File: config.mk
export PLATFORM = sky130hd
export DESIGN_NAME = sha512_round
export DESIGN_NICKNAME = d
export VERILOG_FILES = /design/src/hw/rtl/sha512_pkg.sv /design/src/hw/rtl/sha512_round.sv
export SDC_FILE = /design/constraint.sdc
export NUM_CORES = 2
export LEC_CHECK = 0
export BUFFER_PORTS_ARGS = -buffer_cell sky130_fd_sc_hd__buf_2
export CAP_MARGIN = 20
export CORE_AREA = 2 2 556 558
export DETAILED_ROUTE_END_ITERATION = 10
export DIE_AREA = 0 0 558 560
export PLACE_DENSITY_LB_ADDON = 0.05
export RECOVER_POWER = 50
export SLEW_MARGIN = 10
export SYNTH_ARGS = -nofsm -noshare
export SYNTH_HDL_FRONTEND = slang
export SYNTH_SLANG_ARGS = --single-unit
File: constraint.sdc
create_clock -name vclk -period 15.8
set_input_delay 0.79 -clock vclk [all_inputs]
set_output_delay 0.79 -clock vclk [all_outputs]
set_load 0.03 [all_outputs]
File: src/hw/rtl/sha512_pkg.sv
`default_nettype none
package sha512_pkg;

    typedef enum logic [2:0] {
        ST_COLLECT,
        ST_ROUND,
        ST_FOLD,
        ST_PAD,
        ST_EMIT
    } t_state;

    localparam logic [63:0] IV [8] = '{
        64'h6a09e667f3bcc908, 64'hbb67ae8584caa73b, 64'h3c6ef372fe94f82b,
        64'ha54ff53a5f1d36f1, 64'h510e527fade682d1, 64'h9b05688c2b3e6c1f,
        64'h1f83d9abfb41bd6b, 64'h5be0cd19137e2179
    };

    localparam logic [63:0] K [80] = '{
        64'h428a2f98d728ae22, 64'h7137449123ef65cd, 64'hb5c0fbcfec4d3b2f, 64'he9b5dba58189dbbc,
        64'h3956c25bf348b538, 64'h59f111f1b605d019, 64'h923f82a4af194f9b, 64'hab1c5ed5da6d8118,
        64'hd807aa98a3030242, 64'h12835b0145706fbe, 64'h243185be4ee4b28c, 64'h550c7dc3d5ffb4e2,
        64'h72be5d74f27b896f, 64'h80deb1fe3b1696b1, 64'h9bdc06a725c71235, 64'hc19bf174cf692694,
        64'he49b69c19ef14ad2, 64'hefbe4786384f25e3, 64'h0fc19dc68b8cd5b5, 64'h240ca1cc77ac9c65,
        64'h2de92c6f592b0275, 64'h4a7484aa6ea6e483, 64'h5cb0a9dcbd41fbd4, 64'h76f988da831153b5,
        64'h983e5152ee66dfab, 64'ha831c66d2db43210, 64'hb00327c898fb213f, 64'hbf597fc7beef0ee4,
        64'hc6e00bf33da88fc2, 64'hd5a79147930aa725, 64'h06ca6351e003826f, 64'h142929670a0e6e70,
        64'h27b70a8546d22ffc, 64'h2e1b21385c26c926, 64'h4d2c6dfc5ac42aed, 64'h53380d139d95b3df,
        64'h650a73548baf63de, 64'h766a0abb3c77b2a8, 64'h81c2c92e47edaee6, 64'h92722c851482353b,
        64'ha2bfe8a14cf10364, 64'ha81a664bbc423001, 64'hc24b8b70d0f89791, 64'hc76c51a30654be30,
        64'hd192e819d6ef5218, 64'hd69906245565a910, 64'hf40e35855771202a, 64'h106aa07032bbd1b8,
        64'h19a4c116b8d2d0c8, 64'h1e376c085141ab53, 64'h2748774cdf8eeb99, 64'h34b0bcb5e19b48a8,
        64'h391c0cb3c5c95a63, 64'h4ed8aa4ae3418acb, 64'h5b9cca4f7763e373, 64'h682e6ff3d6b2b8a3,
        64'h748f82ee5defb2fc, 64'h78a5636f43172f60, 64'h84c87814a1f0ab72, 64'h8cc702081a6439ec,
        64'h90befffa23631e28, 64'ha4506cebde82bde9, 64'hbef9a3f7b2c67915, 64'hc67178f2e372532b,
        64'hca273eceea26619c, 64'hd186b8c721c0c207, 64'heada7dd6cde0eb1e, 64'hf57d4f7fee6ed178,
        64'h06f067aa72176fba, 64'h0a637dc5a2c898a6, 64'h113f9804bef90dae, 64'h1b710b35131c471b,
        64'h28db77f523047d84, 64'h32caab7b40c72493, 64'h3c9ebe0a15c9bebc, 64'h431d67c49c100d4c,
        64'h4cc5d4becb3e42b6, 64'h597f299cfc657e2a, 64'h5fcb6fab3ad6faec, 64'h6c44198c4a475817
    };

    localparam logic [6:0] LAST_ROUND = 7'd79;

    function automatic logic [63:0] rotr(input logic [63:0] x, input int n);
        rotr = (x >> n) | (x << (64 - n));
    endfunction

endpackage
`default_nettype wire

File: src/hw/rtl/sha512_round.sv
`default_nettype none
// One SHA-512 round: working variable update plus schedule expansion.
module sha512_round (
    input  wire logic [63:0] i_v [8],
    input  wire logic [63:0] i_k,
    input  wire logic [63:0] i_w,
    input  wire logic [63:0] i_w2,
    input  wire logic [63:0] i_w7,
    input  wire logic [63:0] i_w15,
    input  wire logic        i_expand,
    output logic      [63:0] o_v [8],
    output logic      [63:0] o_w
);
    logic [63:0] s0, s1, w, t1, t2;

    always_comb begin
        s1 = sha512_pkg::rotr(i_w2, 19) ^ sha512_pkg::rotr(i_w2, 61) ^ (i_w2 >> 6);
        s0 = sha512_pkg::rotr(i_w15, 1) ^ sha512_pkg::rotr(i_w15, 8) ^ (i_w15 >> 7);
        w  = i_expand ? (s1 + i_w7 + s0 + i_w) : i_w;
        t1 = i_v[7] + (sha512_pkg::rotr(i_v[4], 14) ^ sha512_pkg::rotr(i_v[4], 18)
             ^ sha512_pkg::rotr(i_v[4], 41)) + ((i_v[4] & i_v[5]) ^ (~i_v[4] & i_v[6]))
             + i_k + w;
        t2 = (sha512_pkg::rotr(i_v[0], 28) ^ sha512_pkg::rotr(i_v[0], 34)
             ^ sha512_pkg::rotr(i_v[0], 39))
             + ((i_v[0] & i_v[1]) ^ (i_v[0] & i_v[2]) ^ (i_v[1] & i_v[2]));
        o_v[0] = t1 + t2;
        o_v[1] = i_v[0];
        o_v[2] = i_v[1];
        o_v[3] = i_v[2];
        o_v[4] = i_v[3] + t1;
        o_v[5] = i_v[4];
        o_v[6] = i_v[5];
        o_v[7] = i_v[6];
        o_w    = w;
    end
endmodule
`default_nettype wire

==> After elaboration in Yosys (flattened, before gate mapping) <==
Index checks and enable logic that the tools add are counted.
W data, S select, Z words.
{ "op_classes": {"mux": 1, "n_bitwise": 27, "n_addsub": 10} }
{ "ops": {"columns": ["cell", "count"], "rows": [
  ["$add A64 B64 Y64", 10],
  ["$xor A64 B64 Y64", 9],
  ["$and A64 B64 Y64", 5],
  ["$mux W64", 1],
  ["$not A64 Y64", 1],
  ["$or A23 B64 Y64", 1],
  ["$or A25 B64 Y64", 1],
  ["$or A3 B64 Y64", 1],
  ["$or A30 B64 Y64", 1],
  ["$or A36 B64 Y64", 1],
  ["$or A45 B64 Y64", 1],
  ["$or A46 B64 Y64", 1],
  ["$or A50 B64 Y64", 1],
  ["$or A56 B64 Y64", 1],
  ["$or A63 B64 Y64", 1],
  ["$xor A64 B57 Y64", 1],
  ["$xor A64 B58 Y64", 1]
]} }
{ "word_totals": {"reg_bits": 0, "elab_cells": 38} }

==> Depth between registers and ports, before layout <==
{ "logic_depth": {"word_depth": 9, "mapped_depth": 50, "mapped_depth_nobuf": 50} }

==> Worst setup path before layout <==
No wires, ideal clock.
{ "synth_timing": {"path_type": "input port to output port", "startpoint": "in i_w15[9]", "endpoint": "out o_v[510] (netlist name)", "cell_stages": 48, "n_path_buf": 1, "setup_slack_ns": 3.991, "t_arrival_ns": 11.019, "path_cell_list": "xor2_1 > xnor2_1 > fa_1 > inv_1 > fa_1 > ha_1 > inv_1 > fa_1 > nand2b_1 > a21oi_1 > o21ai_1 > a21oi_1 > o211ai_1 > a21boi_0 > o21a_1 > nor2_1 > xnor2_1 > mux2i_1 > (+12 left out) > a21o_1 > a21o_1 > a21o_1 > a31oi_1 > xor2_1 > fa_1 > inv_1 > ha_1 > a21oi_1 > o21bai_1 > a21oi_1 > or3b_2 > a21oi_1 > o31a_1 > o21bai_1 > a21oi_1 > o21ai_0 > xnor2_1"} }
{ "synth_lines": {"columns": ["item", "line", "rtl"], "rows": [
  ["from (decl)", "sha512_round.sv:9", "input wire logic [63:0] i_w15,"],
  ["to (decl)", "sha512_round.sv:11", "output logic [63:0] o_v [8],"]
]} }

==> metrics <==
first-pass GRT wire length 385 mm; setup TNS 0 ns; period utilization 0.928; largest net degree at the start of global routing 35; top cells by area, synth fa_1 (23%), xnor2_1 (12%), ha_1 (9.5%); Top Ports 1,409; initial antenna violation count 120; Vias 33,000; Final GP Congestion 0.866; uppermost layer routed met5; Reg area 0 µm²; Setup Viol. Count Final 0; YS warnings 0; top cell type's share of synthesized area 0.228; Hold-fix buffers, CTS 0; vias in the first global route 35,700; register area share after synthesis 0; # DRC 0; Post-CTS Resized 0; Worst-Margin Slew 1.13 ns; Avg WL per Cell 32.9 µm; die footprint 0.312 mm²; hold violation count in the final report 0; die height 560 µm; dpl hpwl 291 mm; slowest CP cell xnor2_1; Tmin final 14.66 ns; status finished clean; delay of the slowest cell on the worst path 0.67 ns; met2 routed WL 166 mm; Setup Fix Bufs, Post-CTS 0; drt pass-1 iters 4; share of layout cells above drive strength 1 0.240; Initial Util 0.108; critical path type input pin to output pin; relative slew slack 0.227; Max Cap Violations 0; global-route usage over all layers 0.190; WL met3 11.8 mm; vias per cell 3.54; HP Class input pin to output pin; Port Buffer Count 1,409; core area 0.307 mm²; clkbuf count 0; Max Fclk 68.2 MHz; WL final 308 mm; RSZ-0062 raised after global routing no; Critical Path AT 13.87 ns; mean area per synthesized cell 7.97 µm²; wl on met1 123 mm; crit-path max FO 7; CP top delay family adder cells; placement row count 204; Pins Over Slew Limit 0; mapped cell area 0.0333 mm²; CP most frequent cell fa_1; WP data required 15.01 ns; Nets 6,653; Setup crit end kind output pin; DRT iter0 DRCs 1,380; Critical path buffers and inverters 6; die width 558 µm; Mapped Cells 4,176; leading area contributor after synthesis fa_1; Yosys cell types 87; Final ANT Viol Nets 0; sequential cells 0; grt ovf 0; Mapped Nets 5,640; area delta synth->final 27.8%; CP startpoint kind input pin
==> path summary, 6_finish.rpt <==
path / startpoint / cells after the start / to / slack [ns]
max: i_w15[7] / 48 / o_v[511] / 1.14
min: i_v[99] / 2 / o_v[35] / 1.88
==> cells in the mapped netlist (6+ instances only) <==
cell        n
buf_1       8
nand3_1    41
o31ai_1    12
nor2b_1    28
o21ai_0   181
mux2_2     24
o211ai_1   13
nor3_1     20
a211oi_1   18
inv_1     770
nand4_1    52
xnor2_1   470
or2_2      10
fa_1      379
o21a_1     39
buf_2       6
and2_1      9
buf_4     386
o21bai_1   42
or3_1       6
a21o_1    255
clkbuf_1   62
a21oi_1   250
xor2_1    284
and4_1     14
a31oi_1    31
a221o_1     6
a221oi_1    6
nand2_1   143
nand2b_1   42
mux2i_1    81
o21ai_1    15
maj3_1      7
and3_1     18
a211o_1     6
nor2_1     97
ha_1      252
o31a_1      6
==> kinds of logic after synthesis <==
family | share of synthesized area
compound gates | 0.182
buf+inv | 0.183
mux | 0.0328
xor+xnor | 0.200
fa+ha+maj | 0.325
simple gates | 0.0773
==> layout make-up <==
| class | count | area [µm²] |
|---|---|---|
| fill | 36000 | 265000 |
| antenna | 31 | 77.6 |
| multi-input combinational | 2944 | 27200 |
| tap | 4120 | 5150 |
| inverter | 770 | 2890 |
| timing repair buffer | 1473 | 7180 |
==> cell usage in the layout, fill, tap and decap left out, types with 10 or more instances in the layout <==
cell type     n
buf_2      1120
inv_1       770
xnor2_1     469
fa_1        379
clkbuf_1    288
xor2_1      284
a21o_1      255
ha_1        252
a21oi_1     250
o21ai_0     178
nand2_1     143
nor2_1       97
mux2i_1      80
buf_4        63
nand4_1      52
o21bai_1     42
nand2b_1     42
nand3_1      41
o21a_1       39
diode_2      31
a31oi_1      31
nor2b_1      28
mux2_2       24
nor3_1       20
o21ai_1      18
and3_1       18
a211oi_1     18
and4_1       14
o211ai_1     13
o31ai_1      12
or2_2        10
==> per-layer routing <==
layer  track usage  vias up
met2         0.371     1166
li1              -    15200
met3        0.0221      224
met1         0.218    16400
met4        0.0330       54
met5             0        -
==> stage by stage <==
step / instance area, µm² / setup slack, ns / hold WS (ns) / util / cells
finish: 42500 / 1.14 / 1.88 / 0.138 / 9338
global route: 42400 / 0.0340 / 1.89 / 0.138 / 9317
CTS: 42800 / 0.839 / 1.85 / 0.139 / 9306
detailed placement: 42800 / 0.885 / 1.85 / 0.139 / 9306
global placement: 42700 / 0.894 / 1.85 / 0.139 / 9302
floorplan: 33300 / 3.99 / 1.71 / - / 4176
